[config.mk]
export PLATFORM = sky130hd
export DESIGN_NAME = prolog_token_scanner
export DESIGN_NICKNAME = d
export VERILOG_FILES = /design/src/rtl/pts_pkg.sv /design/src/rtl/prolog_token_scanner.sv /design/src/rtl/pts_front.sv /design/src/rtl/pts_queue.sv
export SDC_FILE = /design/constraint.sdc
export NUM_CORES = 1
export LEC_CHECK = 0
export BUFFER_PORTS_ARGS = -buffer_cell sky130_fd_sc_hd__buf_2
export CAP_MARGIN = 25
export CORE_AREA = 2 2 163 165
export CTS_CLUSTER_SIZE = 30
export DETAILED_ROUTE_END_ITERATION = 6
export DIE_AREA = 0 0 165 167
export PLACE_DENSITY = 0.85
export RECOVER_POWER = 25
export SYNTH_ARGS = -nofsm -noshare
export SYNTH_HDL_FRONTEND = slang
export SYNTH_SLANG_ARGS = --single-unit
[constraint.sdc]
create_clock -name clk -period 7.6 [get_ports clk]
set_input_delay 0.76 -clock clk [delete_from_list [all_inputs] [get_ports clk]]
set_output_delay 0.76 -clock clk [all_outputs]
set_load 0.005 [all_outputs]
[src/rtl/pts_pkg.sv]
// Shared types, codes and helpers for the Prolog token scanner.
package pts_pkg;

  localparam int MAX_TOKEN = 256;
  localparam int CNT_W     = $clog2(MAX_TOKEN + 1);
  localparam int QDEPTH    = 8;
  localparam int QAW       = $clog2(QDEPTH);
  localparam int WR_MAX    = 3;

  localparam logic [2:0] CLS_ILLEGAL = 3'd0;
  localparam logic [2:0] CLS_WORD    = 3'd1;
  localparam logic [2:0] CLS_DIGIT   = 3'd2;
  localparam logic [2:0] CLS_SYMBOL  = 3'd3;
  localparam logic [2:0] CLS_PUNCT   = 3'd4;
  localparam logic [2:0] CLS_QUOTE   = 3'd5;
  localparam logic [2:0] CLS_STRDEL  = 3'd6;
  localparam logic [2:0] CLS_SPACE   = 3'd7;

  localparam logic [3:0] TOK_WORD    = 4'd0;
  localparam logic [3:0] TOK_SYMBOL  = 4'd1;
  localparam logic [3:0] TOK_PUNCT   = 4'd2;
  localparam logic [3:0] TOK_QUOTED  = 4'd3;
  localparam logic [3:0] TOK_STRING  = 4'd4;
  localparam logic [3:0] TOK_INT     = 4'd5;
  localparam logic [3:0] TOK_REAL    = 4'd6;
  localparam logic [3:0] TOK_END     = 4'd7;
  localparam logic [3:0] TOK_ILLEGAL = 4'd8;

  localparam logic RK_CHAR = 1'b0;
  localparam logic RK_END  = 1'b1;

  localparam logic [7:0] CH_BEL    = 8'h07;
  localparam logic [7:0] CH_TAB    = 8'h09;
  localparam logic [7:0] CH_NL     = 8'h0a;
  localparam logic [7:0] CH_QUOTE  = 8'h27;
  localparam logic [7:0] CH_STAR   = 8'h2a;
  localparam logic [7:0] CH_PLUS   = 8'h2b;
  localparam logic [7:0] CH_MINUS  = 8'h2d;
  localparam logic [7:0] CH_DOT    = 8'h2e;
  localparam logic [7:0] CH_SLASH  = 8'h2f;
  localparam logic [7:0] CH_PCT    = 8'h25;
  localparam logic [7:0] CH_UE     = 8'h45;
  localparam logic [7:0] CH_BSLASH = 8'h5c;
  localparam logic [7:0] CH_LB     = 8'h62;
  localparam logic [7:0] CH_LE     = 8'h65;
  localparam logic [7:0] CH_LN     = 8'h6e;
  localparam logic [7:0] CH_LT     = 8'h74;

  typedef enum logic [16:0] {
    S_START  = 17'h00001,
    S_IDENT  = 17'h00002,
    S_SLASH  = 17'h00004,
    S_SYMB   = 17'h00008,
    S_LCOMM  = 17'h00010,
    S_COMM   = 17'h00020,
    S_CSTAR  = 17'h00040,
    S_QATOM  = 17'h00080,
    S_QQUOTE = 17'h00100,
    S_STRING = 17'h00200,
    S_SESC   = 17'h00400,
    S_INT    = 17'h00800,
    S_FRAC   = 17'h01000,
    S_REAL   = 17'h02000,
    S_E      = 17'h04000,
    S_EXP    = 17'h08000,
    S_EXPRST = 17'h10000
  } scan_state_t;

  typedef struct packed {
    logic [7:0] in_char;
    logic [2:0] char_class;
    logic       end_of_input;
  } item_t;

  typedef struct packed {
    logic       result_kind;
    logic [7:0] out_char;
    logic [3:0] token_type;
    logic       truncated;
    logic       last;
  } res_t;

  typedef struct packed {
    logic [1:0]        count;
    res_t [WR_MAX-1:0] data;
  } wr_t;

  function automatic res_t mk_char(input logic [7:0] ch);
    res_t r;
    r = '0;
    r.result_kind = RK_CHAR;
    r.out_char = ch;
    return r;
  endfunction

  function automatic res_t mk_end(input logic [3:0] typ, input logic trunc);
    res_t r;
    r = '0;
    r.result_kind = RK_END;
    r.token_type = typ;
    r.truncated = trunc;
    return r;
  endfunction

endpackage

[src/rtl/prolog_token_scanner.sv]
// Top level of the Prolog token scanner: scanner front end and result queue.
//
// Input channel: one word per character, with its class, or an end-of-input
// marker. A word is taken at a clock edge where push is high and full is low.
// Result channel: the oldest result word is on result while empty is low and
// leaves at an edge where pop is high. Each result is a token character or a
// token end with its type; the final result of an input word carries last.
// The scanner makes one scan pass per cycle. Most characters are done in
// the pass that first scans them, so a new character is taken every cycle;
// a character that closes a token is scanned again, and a pushed-back dot or
// exponent letter is scanned before the character after it. A pass runs only
// when the eight-entry result queue has room for three words, so a stalled
// receiver stops the scanner and then full rises. Each pass writes its results
// to the queue, but the newest result of an unfinished input word waits for
// the pass that ends that word. Reset returns the scanner to its start state
// and empties the queue; the block takes words in the first cycle after reset.
module prolog_token_scanner (
  input  logic           clk,
  input  logic           rst,
  input  logic           push,
  output logic           full,
  input  pts_pkg::item_t item,
  output logic           empty,
  input  logic           pop,
  output pts_pkg::res_t  result
);
  import pts_pkg::*;

  wr_t  wr;
  logic room;

  pts_front u_front (
    .clk  (clk),
    .rst  (rst),
    .push (push),
    .full (full),
    .item (item),
    .room (room),
    .wr   (wr)
  );

  pts_queue u_queue (
    .clk    (clk),
    .rst    (rst),
    .wr     (wr),
    .room   (room),
    .empty  (empty),
    .pop    (pop),
    .result (result)
  );

endmodule

[src/rtl/pts_front.sv]
// Scanner front end: holds the current character and runs one scan pass per cycle.
module pts_front (
  input  logic           clk,
  input  logic           rst,
  input  logic           push,
  output logic           full,
  input  pts_pkg::item_t item,
  input  logic           room,
  output pts_pkg::wr_t   wr
);
  import pts_pkg::*;

  typedef enum logic [1:0] {F_DONE, F_AGAIN, F_SAVED} feed_ret_t;

  item_t                  cur;
  logic                   cur_valid;
  scan_state_t            st;
  logic [CNT_W-1:0]       cnt;
  logic                   ovf;
  logic [2:0]             ecl;
  logic                   saved_mode;
  logic [7:0]             saved_char;
  logic [2:0]             saved_class;
  res_t                   hold;
  logic                   hold_valid;

  logic [7:0]             fc;
  logic [2:0]             fcls;
  logic                   feof;
  logic                   is_e;
  scan_state_t            st_dec;
  logic [1:0]             acc_n;
  logic [7:0]             a0;
  logic [7:0]             a1;
  logic                   do_end;
  logic [3:0]             end_type;
  feed_ret_t              ret;
  logic                   ecl_set;
  logic                   sv_set;
  logic [7:0]             sv_char;
  logic [2:0]             sv_class;

  logic [CNT_W-1:0]       cnt_a;
  logic                   ovf_a;
  res_t [1:0]             nr;
  logic [1:0]             n;
  res_t [WR_MAX-1:0]      lst;
  logic [1:0]             lcnt;
  res_t                   hold_next;
  logic                   hold_valid_next;

  logic                   step;
  logic                   final_step;

  assign fc   = saved_mode ? saved_char : cur.in_char;
  assign fcls = saved_mode ? saved_class : cur.char_class;
  assign feof = saved_mode ? 1'b0 : cur.end_of_input;
  assign is_e = (fc == CH_LE) || (fc == CH_UE);

  always_comb begin
    st_dec   = st;
    acc_n    = 2'd0;
    a0       = fc;
    a1       = fc;
    do_end   = 1'b0;
    end_type = TOK_WORD;
    ret      = F_DONE;
    ecl_set  = 1'b0;
    sv_set   = 1'b0;
    sv_char  = CH_DOT;
    sv_class = CLS_SYMBOL;
    case (st)
      S_IDENT: begin
        if (!feof && (fcls == CLS_WORD || fcls == CLS_DIGIT)) begin
          acc_n = 2'd1;
        end else begin
          do_end = 1'b1; end_type = TOK_WORD; ret = F_AGAIN;
        end
      end
      S_SLASH: begin
        if (!feof && fc == CH_STAR) begin
          st_dec = S_COMM;
        end else begin
          acc_n = 2'd1; a0 = CH_SLASH; st_dec = S_SYMB; ret = F_AGAIN;
        end
      end
      S_SYMB: begin
        if (!feof && fcls == CLS_SYMBOL) begin
          acc_n = 2'd1;
        end else begin
          do_end = 1'b1; end_type = TOK_SYMBOL; ret = F_AGAIN;
        end
      end
      S_LCOMM: begin
        if (feof) begin
          st_dec = S_START; ret = F_AGAIN;
        end else if (fc == CH_NL) begin
          st_dec = S_START;
        end
      end
      S_COMM: begin
        if (feof) begin
          st_dec = S_START; ret = F_AGAIN;
        end else if (fc == CH_STAR) begin
          st_dec = S_CSTAR;
        end
      end
      S_CSTAR: begin
        if (feof) begin
          st_dec = S_START; ret = F_AGAIN;
        end else begin
          st_dec = (fc == CH_SLASH) ? S_START : S_COMM;
        end
      end
      S_QATOM: begin
        if (feof) begin
          do_end = 1'b1; end_type = TOK_ILLEGAL; ret = F_AGAIN;
        end else if (fcls == CLS_QUOTE) begin
          st_dec = S_QQUOTE;
        end else begin
          acc_n = 2'd1;
        end
      end
      S_QQUOTE: begin
        if (!feof && fc == CH_QUOTE) begin
          acc_n = 2'd1; st_dec = S_QATOM;
        end else begin
          do_end = 1'b1; end_type = TOK_QUOTED; ret = F_AGAIN;
        end
      end
      S_STRING: begin
        if (feof) begin
          do_end = 1'b1; end_type = TOK_ILLEGAL; ret = F_AGAIN;
        end else if (fcls == CLS_STRDEL) begin
          do_end = 1'b1; end_type = TOK_STRING;
        end else if (fcls == CLS_SYMBOL && fc == CH_BSLASH) begin
          st_dec = S_SESC;
        end else begin
          acc_n = 2'd1;
        end
      end
      S_SESC: begin
        if (feof) begin
          do_end = 1'b1; end_type = TOK_ILLEGAL; ret = F_AGAIN;
        end else begin
          acc_n = 2'd1;
          st_dec = S_STRING;
          if (fc == CH_LB) begin
            a0 = CH_BEL;
          end else if (fc == CH_LN) begin
            a0 = CH_NL;
          end else if (fc == CH_LT) begin
            a0 = CH_TAB;
          end
        end
      end
      S_INT: begin
        if (!feof && fcls == CLS_DIGIT) begin
          acc_n = 2'd1;
        end else if (!feof && fcls == CLS_SYMBOL && fc == CH_DOT) begin
          st_dec = S_FRAC;
        end else if (!feof && (fcls == CLS_SYMBOL || fcls == CLS_WORD) && is_e) begin
          ecl_set = 1'b1; st_dec = S_E;
        end else begin
          do_end = 1'b1; end_type = TOK_INT; ret = F_AGAIN;
        end
      end
      S_FRAC: begin
        if (!feof && fcls == CLS_DIGIT) begin
          acc_n = 2'd2; a0 = CH_DOT; st_dec = S_REAL;
        end else begin
          do_end = 1'b1; end_type = TOK_INT; ret = F_SAVED;
          sv_set = 1'b1; sv_char = CH_DOT; sv_class = CLS_SYMBOL;
        end
      end
      S_REAL: begin
        if (!feof && fcls == CLS_DIGIT) begin
          acc_n = 2'd1;
        end else if (!feof && fcls == CLS_WORD && is_e) begin
          ecl_set = 1'b1; st_dec = S_E;
        end else begin
          do_end = 1'b1; end_type = TOK_REAL; ret = F_AGAIN;
        end
      end
      S_E: begin
        if (!feof && fcls == CLS_DIGIT) begin
          acc_n = 2'd2; a0 = CH_LE; st_dec = S_EXPRST;
        end else if (!feof && fcls == CLS_SYMBOL && (fc == CH_PLUS || fc == CH_MINUS)) begin
          acc_n = 2'd2; a0 = CH_LE; st_dec = S_EXP;
        end else begin
          do_end = 1'b1; end_type = TOK_REAL; ret = F_SAVED;
          sv_set = 1'b1; sv_char = CH_LE; sv_class = ecl;
        end
      end
      S_EXP: begin
        if (!feof && fcls == CLS_DIGIT) begin
          acc_n = 2'd1; st_dec = S_EXPRST;
        end else begin
          do_end = 1'b1; end_type = TOK_ILLEGAL;
          ret = feof ? F_AGAIN : F_DONE;
        end
      end
      S_EXPRST: begin
        if (!feof && fcls == CLS_DIGIT) begin
          acc_n = 2'd1;
        end else begin
          do_end = 1'b1; end_type = TOK_REAL; ret = F_AGAIN;
        end
      end
      default: begin
        st_dec = S_START;
        if (feof) begin
          do_end = 1'b1; end_type = TOK_END;
        end else begin
          case (fcls)
            CLS_WORD: begin
              acc_n = 2'd1; st_dec = S_IDENT;
            end
            CLS_DIGIT: begin
              acc_n = 2'd1; st_dec = S_INT;
            end
            CLS_SYMBOL: begin
              if (fc == CH_PCT) begin
                st_dec = S_LCOMM;
              end else if (fc == CH_SLASH) begin
                st_dec = S_SLASH;
              end else begin
                acc_n = 2'd1; st_dec = S_SYMB;
              end
            end
            CLS_PUNCT: begin
              acc_n = 2'd1; do_end = 1'b1; end_type = TOK_PUNCT;
            end
            CLS_QUOTE:  st_dec = S_QATOM;
            CLS_STRDEL: st_dec = S_STRING;
            CLS_SPACE:  st_dec = S_START;
            default: begin
              do_end = 1'b1; end_type = TOK_ILLEGAL;
            end
          endcase
        end
      end
    endcase
  end

  // Accepted characters come first, then the token end, which reports the overflow.
  always_comb begin
    cnt_a = cnt;
    ovf_a = ovf;
    nr    = '0;
    n     = 2'd0;
    if (acc_n != 2'd0) begin
      if (cnt_a < CNT_W'(MAX_TOKEN)) begin
        nr[0] = mk_char(a0);
        n = 2'd1;
        cnt_a = cnt_a + CNT_W'(1);
      end else begin
        ovf_a = 1'b1;
      end
    end
    if (acc_n == 2'd2) begin
      if (cnt_a < CNT_W'(MAX_TOKEN)) begin
        nr[n[0]] = mk_char(a1);
        n = n + 2'd1;
        cnt_a = cnt_a + CNT_W'(1);
      end else begin
        ovf_a = 1'b1;
      end
    end
    if (do_end) begin
      nr[n[0]] = mk_end(end_type, ovf_a);
      n = n + 2'd1;
      cnt_a = '0;
      ovf_a = 1'b0;
    end
  end

  assign step       = cur_valid && room;
  assign final_step = step && !saved_mode && (ret == F_DONE);
  assign full       = cur_valid && !final_step;

  // The newest result is held back until it is known whether the word ends there.
  always_comb begin
    lst  = '0;
    lcnt = 2'd0;
    if (hold_valid) begin
      lst[0] = hold;
      lcnt = 2'd1;
    end
    for (int i = 0; i < 2; i++) begin
      if (2'(i) < n) begin
        lst[lcnt] = nr[i];
        lcnt = lcnt + 2'd1;
      end
    end
    wr.count        = 2'd0;
    hold_next       = hold;
    hold_valid_next = hold_valid;
    if (step) begin
      if (final_step) begin
        if (lcnt != 2'd0) begin
          lst[lcnt - 2'd1].last = 1'b1;
        end
        wr.count        = lcnt;
        hold_valid_next = 1'b0;
      end else if (lcnt != 2'd0) begin
        wr.count        = lcnt - 2'd1;
        hold_next       = lst[lcnt - 2'd1];
        hold_valid_next = 1'b1;
      end
    end
    wr.data = lst;
  end

  always_ff @(posedge clk) begin
    if (rst) begin
      cur_valid  <= 1'b0;
      st         <= S_START;
      cnt        <= '0;
      ovf        <= 1'b0;
      ecl        <= CLS_ILLEGAL;
      saved_mode <= 1'b0;
      hold_valid <= 1'b0;
    end else begin
      if (push && !full) begin
        cur_valid <= 1'b1;
      end else if (final_step) begin
        cur_valid <= 1'b0;
      end
      hold_valid <= hold_valid_next;
      if (step) begin
        st         <= do_end ? S_START : st_dec;
        cnt        <= cnt_a;
        ovf        <= ovf_a;
        saved_mode <= !saved_mode && (ret == F_SAVED);
        if (ecl_set) begin
          ecl <= fcls;
        end
      end
    end
  end

  always_ff @(posedge clk) begin
    if (push && !full) begin
      cur <= item;
    end
    hold <= hold_next;
    if (step && sv_set) begin
      saved_char  <= sv_char;
      saved_class <= sv_class;
    end
  end

  assert property (@(posedge clk) disable iff (rst) !cur_valid |-> !hold_valid)
    else $error("held result without a word in progress");
  assert property (@(posedge clk) disable iff (rst) cnt <= CNT_W'(MAX_TOKEN))
    else $error("token count beyond limit");
  assert property (@(posedge clk) disable iff (rst) ovf |-> (cnt == CNT_W'(MAX_TOKEN)))
    else $error("overflow flag set below the limit");
  assert property (@(posedge clk) disable iff (rst) saved_mode |-> (st == S_START))
    else $error("pushed-back character outside the start state");

endmodule

[src/rtl/pts_queue.sv]
// Result queue: takes up to three words a cycle from the scanner, hands out one.
module pts_queue (
  input  logic          clk,
  input  logic          rst,
  input  pts_pkg::wr_t  wr,
  output logic          room,
  output logic          empty,
  input  logic          pop,
  output pts_pkg::res_t result
);
  import pts_pkg::*;

  res_t           mem [QDEPTH];
  logic [QAW-1:0] wptr;
  logic [QAW-1:0] rptr;
  logic [QAW:0]   cnt;
  logic           pop_ok;

  assign pop_ok = pop && !empty;
  assign empty  = (cnt == '0);
  assign room   = (cnt <= (QAW+1)'(QDEPTH - WR_MAX));
  assign result = mem[rptr];

  always_ff @(posedge clk) begin
    if (rst) begin
      wptr <= '0;
      rptr <= '0;
      cnt  <= '0;
    end else begin
      wptr <= wptr + QAW'(wr.count);
      rptr <= rptr + QAW'(pop_ok);
      cnt  <= cnt + (QAW+1)'(wr.count) - (QAW+1)'(pop_ok);
    end
  end

  always_ff @(posedge clk) begin
    for (int i = 0; i < WR_MAX; i++) begin
      if (2'(i) < wr.count) begin
        mem[wptr + QAW'(i)] <= wr.data[i];
      end
    end
  end

  assert property (@(posedge clk) disable iff (rst) cnt <= (QAW+1)'(QDEPTH))
    else $error("result queue overfilled");
  assert property (@(posedge clk) disable iff (rst)
      (wr.count != 2'd0) |-> (cnt <= (QAW+1)'(QDEPTH - WR_MAX)))
    else $error("write without room");
  assert property (@(posedge clk) disable iff (rst)
      (empty && wr.count == 2'd0) |=> (cnt == $past(cnt)))
    else $error("pop from empty queue changed the fill");

endmodule

==> out/metrics.cfg <==
[floorplan]
die_height_um=167
io_pins=33
initial_utilization=0.544
die_width_um=165
fp.dieArea_mm2=0.0276
fp-row-count=59
placeableCoreArea_mm2=0.0258

[placement]
numPortBuffers=32
dpl-instance-area_mm2=0.0147
gp_routability_congestion=0.989
post-dp-hpwl_um=31400
post_placement_cell_count=1723

[min_path]
worst_hold_class=reg -> reg
hold_path_depth=2
worstHoldStart=u_front.ecl[0]$_SDFFE_PP0P_
holdPathEnd=u_front.ecl[0]$_SDFFE_PP0P_

[synthesis]
number_of_enable_flip_flop_cells_after_synthesis=152
synthDistinctLibCells=100
synthesis.nets=1434
postSynth.topFlopCell=sky130_fd_sc_hd__edfxtp_1
yosys_warnings=0
synthesis.instances=1397
synthesis.area_per_instance_um2=10.0
yosys.area.top_type_share=0.326
synth-async-reset-ratio=0
synth_area_mm2=0.0140
synth_area_leaders=sky130_fd_sc_hd__edfxtp_1 33%, sky130_fd_sc_hd__mux2i_1 12%, sky130_fd_sc_hd__dfxtp_1 6.1%
postSynthRegisterBits=195
synth_sequential_area_ratio=0.387
netlist.top_cell.by_area=sky130_fd_sc_hd__edfxtp_1

[clock_tree]
ctsHtreeMaxLevel=4
cts_inserted_buffers=17
cts_num_sinks=195
clk_path_buf_depth=2
clock_latency_at_the_later_pin_of_the_worst_skew_pair_ns=0.45
root_buffer=sky130_fd_sc_hd__clkbuf_16
tritoncts=yes
cts_setup_buffers=0
path_clk_slew_ns=0.09

[grt]
grt_antenna_before_repair=0
grt_overflow_total=0
first_pass_grt_wire_length_um=68600
grt_max_degree=41
number_of_global_route_vias_before_repair=12115
grt_util_all_layers=0.324

[layout]
fin_nets=1452
layout.area.seq_mm2=0.00543
fin_cells=1763
post-route-util=0.596
insertedDiodeCount=0
drive_gt1_frac=0.172
layout.filler_cells=2055
finish.instance_area_mm2=0.0154
multiInputGateArea_mm2=0.00806
area_growth_pct=9.51

[timing]
grt_setup_unrepaired=no
timing.fmax_mhz=139
maxSlewHeadroom=-0.731
final_setup_violations=0
final.setup.tns_ns=0
final_period_minus_worst_setup_slack_ns=7.20
hold_viol=0
timing_worst_slew_pin_value_ns=2.60
final_max_slew_viol_count=31
worst_clock_skew_ns=0.0147
period_share=0.947

[critical_path]
r2r-end=u_queue.mem[2][2]$_DFFE_PP_
rrSetupSlack_ns=0.40
worst-endpoint-arrival_ns=7.32
critical-path-top-delay-family=compound AO/OA/AOI/OAI gates
cp_num_buf_inv=6
worstPathCellList=clkbuf_1, clkbuf_1, or4b_1, a221o_1, nor2_1, o221ai_1, a211o_1, o21bai_2, inv_2, ha_1, or2_2, a21oi_2, inv_1, ha_1, o211ai_1, o22ai_4, nor2_1, clkinv_1, ha_1, nand3_1, o32a_2, a21o_1, o31ai_4, buf_4
worstReg2RegStart=u_front.saved_mode$_SDFFE_PP0P_
cp_data_required_time_ns=7.72
reg2reg_depth=24
cp_slowest_stage_delay_ns=0.62
timing.critical_path.slowest_stage_cell=sky130_fd_sc_hd__or4b_1
timing.setup.critical_path_class=reg -> reg
end_kind=flop
worstPathMaxFanout=28
timing.critical_path.mode_cell=sky130_fd_sc_hd__ha_1
worst_setup_path_start_kind=flop

[route]
antenna_left=0
detailedRoute.firstIterationViolations=1765
route.final.wire_length_um=43900
routed_wire_length_per_instance_um=24.9
drt_pre_antenna_iters=7
dr_total_vias=12209
routed_via_density=6.93
drc=0

[pwr]
power_per_cell_area_mw_per_mm2=217
max-vdd-ir-drop_v=0.000150
p_leak_nw=5.05
p_total_mw=3.34

[outcome]
status=finished, violations left
violations=capacitance limit, slew limit

[job]
max_cap_viol_count=1

power by group:
group	internal, mW	switching [mW]
logic	0.437	0.612
registers	1.27	0.0432
clock network	0.462	0.515
total	2.17	1.17
cell usage after synthesis, types with 10 or more instances:
cell	count
sky130_fd_sc_hd__mux2i_1	174
sky130_fd_sc_hd__edfxtp_1	152
sky130_fd_sc_hd__o21ai_1	14
sky130_fd_sc_hd__inv_1	27
sky130_fd_sc_hd__a21oi_1	46
sky130_fd_sc_hd__xnor2_1	10
sky130_fd_sc_hd__dfxtp_1	43
sky130_fd_sc_hd__ha_1	19
sky130_fd_sc_hd__or3_1	19
sky130_fd_sc_hd__o31ai_1	23
sky130_fd_sc_hd__and2_1	16
sky130_fd_sc_hd__nand2_1	112
sky130_fd_sc_hd__clkbuf_1	57
sky130_fd_sc_hd__xor2_1	10
sky130_fd_sc_hd__nor2_1	116
sky130_fd_sc_hd__mux4_2	30
sky130_fd_sc_hd__or4_1	14
sky130_fd_sc_hd__o211ai_1	12
sky130_fd_sc_hd__mux2_2	26
sky130_fd_sc_hd__nor4_1	25
sky130_fd_sc_hd__nand4_1	19
sky130_fd_sc_hd__nor2b_1	14
sky130_fd_sc_hd__a22oi_1	13
sky130_fd_sc_hd__buf_2	23
sky130_fd_sc_hd__nand3_1	32
sky130_fd_sc_hd__nand2b_1	20
sky130_fd_sc_hd__nor3_1	30
sky130_fd_sc_hd__buf_1	11
sky130_fd_sc_hd__a211oi_1	33
sky130_fd_sc_hd__o21ai_0	52
stage by stage:
stage               hold WS [ns]  worst slack [ns]
CTS                        0.471             0.243
global route               0.466            0.0614
floorplan                  0.431            0.0223
detailed placement         0.452             0.271
finish                     0.468             0.404
global placement           0.444             0.433
worst max-delay path by stage:
stage                               startpoint                           end  slack, ns  depth (start not counted)
6_report       u_front.saved_mode$_SDFFE_PP0P_   u_queue.mem[2][2]$_DFFE_PP_       0.40                         24
5_1_grt        u_front.saved_mode$_SDFFE_PP0P_   u_queue.mem[0][6]$_DFFE_PP_       0.06                         28
4_1_cts               u_front.cur[8]$_DFFE_PP_   u_queue.mem[2][2]$_DFFE_PP_       0.24                         25
3_5_place_dp          u_front.cur[8]$_DFFE_PP_  u_queue.mem[0][13]$_DFFE_PP_       0.27                         26
3_3_place_gp          u_front.cur[8]$_DFFE_PP_  u_queue.mem[2][13]$_DFFE_PP_       0.43                         25
2_1_floorplan         u_front.cur[8]$_DFFE_PP_   u_queue.mem[2][0]$_DFFE_PP_       0.02                         30
area by class of cell:
type	instances	area share
clock buffers	17	0.0277
clock inverters	15	0.0139
inverters	31	0.00766
multi-input cells	1063	0.525
flip-flops and latches	195	0.353
well taps	335	0.0273
repair buffers	107	0.0451
worst register-to-register path, cell delays in order, from the launching register on:
cell                       delay [ns]
sky130_fd_sc_hd__dfxtp_2         0.46
sky130_fd_sc_hd__clkbuf_1        0.24
sky130_fd_sc_hd__clkbuf_1        0.24
sky130_fd_sc_hd__or4b_1          0.62
sky130_fd_sc_hd__a221o_1         0.40
sky130_fd_sc_hd__nor2_1          0.36
sky130_fd_sc_hd__o221ai_1        0.21
sky130_fd_sc_hd__a211o_1         0.37
sky130_fd_sc_hd__o21bai_2        0.18
sky130_fd_sc_hd__inv_2           0.15
sky130_fd_sc_hd__ha_1            0.33
sky130_fd_sc_hd__or2_2           0.34
sky130_fd_sc_hd__a21oi_2         0.13
sky130_fd_sc_hd__inv_1           0.05
sky130_fd_sc_hd__ha_1            0.40
sky130_fd_sc_hd__o211ai_1        0.20
sky130_fd_sc_hd__o22ai_4         0.28
sky130_fd_sc_hd__nor2_1          0.11
sky130_fd_sc_hd__clkinv_1        0.07
sky130_fd_sc_hd__ha_1            0.17
sky130_fd_sc_hd__nand3_1         0.15
sky130_fd_sc_hd__o32a_2          0.51
sky130_fd_sc_hd__a21o_1          0.30
sky130_fd_sc_hd__o31ai_4         0.25
sky130_fd_sc_hd__buf_4           0.34
kinds of logic (layout without fill, tap and decap cells):
| kind of cell | count (synthesis) | after routing | share of synthesized area |
|---|---|---|---|
| AOI/OAI and AO/OA | 286 | 286 | 0.142 |
| xor gates and xnor gates | 20 | 20 | 0.0125 |
| adders and majority gates | 21 | 21 | 0.0198 |
| buffers and inverters | 139 | 170 | 0.0462 |
| DFF | 195 | 195 | 0.387 |
| muxes | 232 | 232 | 0.195 |
| and+or+nand+nor | 504 | 504 | 0.198 |
sequential cells by signal, summed over array words and instances (netlist names):
register and flops:
u_queue.rptr 3, u_queue.cnt 4, u_front.cur_valid 1, u_queue.mem 120
u_queue.wptr 3, u_front.saved_char 2, u_front.cnt 9, u_front.saved_mode 1
u_front.saved_class 3, u_front.st 17, u_front.ecl 3, u_front.ovf 1
u_front.hold_valid 1, u_front.hold 15, u_front.cur 12
placed cells by master, fill, tap and decap left out, types with 9 or more instances in the layout:
master / n
sky130_fd_sc_hd__a211oi_1: 33
sky130_fd_sc_hd__a21oi_1: 46
sky130_fd_sc_hd__a22oi_1: 13
sky130_fd_sc_hd__and2_1: 14
sky130_fd_sc_hd__and3_1: 9
sky130_fd_sc_hd__buf_2: 29
sky130_fd_sc_hd__buf_4: 59
sky130_fd_sc_hd__clkbuf_1: 13
sky130_fd_sc_hd__clkbuf_16: 17
sky130_fd_sc_hd__dfxtp_1: 42
sky130_fd_sc_hd__edfxtp_1: 152
sky130_fd_sc_hd__ha_1: 19
sky130_fd_sc_hd__inv_1: 27
sky130_fd_sc_hd__mux2_2: 25
sky130_fd_sc_hd__mux2i_1: 174
sky130_fd_sc_hd__mux4_2: 30
sky130_fd_sc_hd__nand2_1: 112
sky130_fd_sc_hd__nand2b_1: 20
sky130_fd_sc_hd__nand3_1: 32
sky130_fd_sc_hd__nand4_1: 19
sky130_fd_sc_hd__nor2_1: 117
sky130_fd_sc_hd__nor2b_1: 14
sky130_fd_sc_hd__nor3_1: 27
sky130_fd_sc_hd__nor4_1: 22
sky130_fd_sc_hd__o211ai_1: 12
sky130_fd_sc_hd__o21ai_0: 51
sky130_fd_sc_hd__o21ai_1: 13
sky130_fd_sc_hd__o31ai_1: 19
sky130_fd_sc_hd__or2_2: 9
sky130_fd_sc_hd__or3_1: 18
sky130_fd_sc_hd__or4_1: 14
sky130_fd_sc_hd__xnor2_1: 10
sky130_fd_sc_hd__xor2_1: 10
routing by layer:
layer / part of all wire / vias to the layer above / GRT usage
li1: - / 5412 / -
met1: 0.37 / 5813 / 0.397
met2: 0.49 / 806 / 0.546
met3: 0.086 / 178 / 0.0463
met4: 0.056 / 0 / 0.182
met5: 0 / - / 0
what timing repair did:
action                                  CTS  global route
endpoints found under the setup margin    0            93
resized for setup                         0             5
hold buffers                              0             0
(Power assumes the default switching activity.)
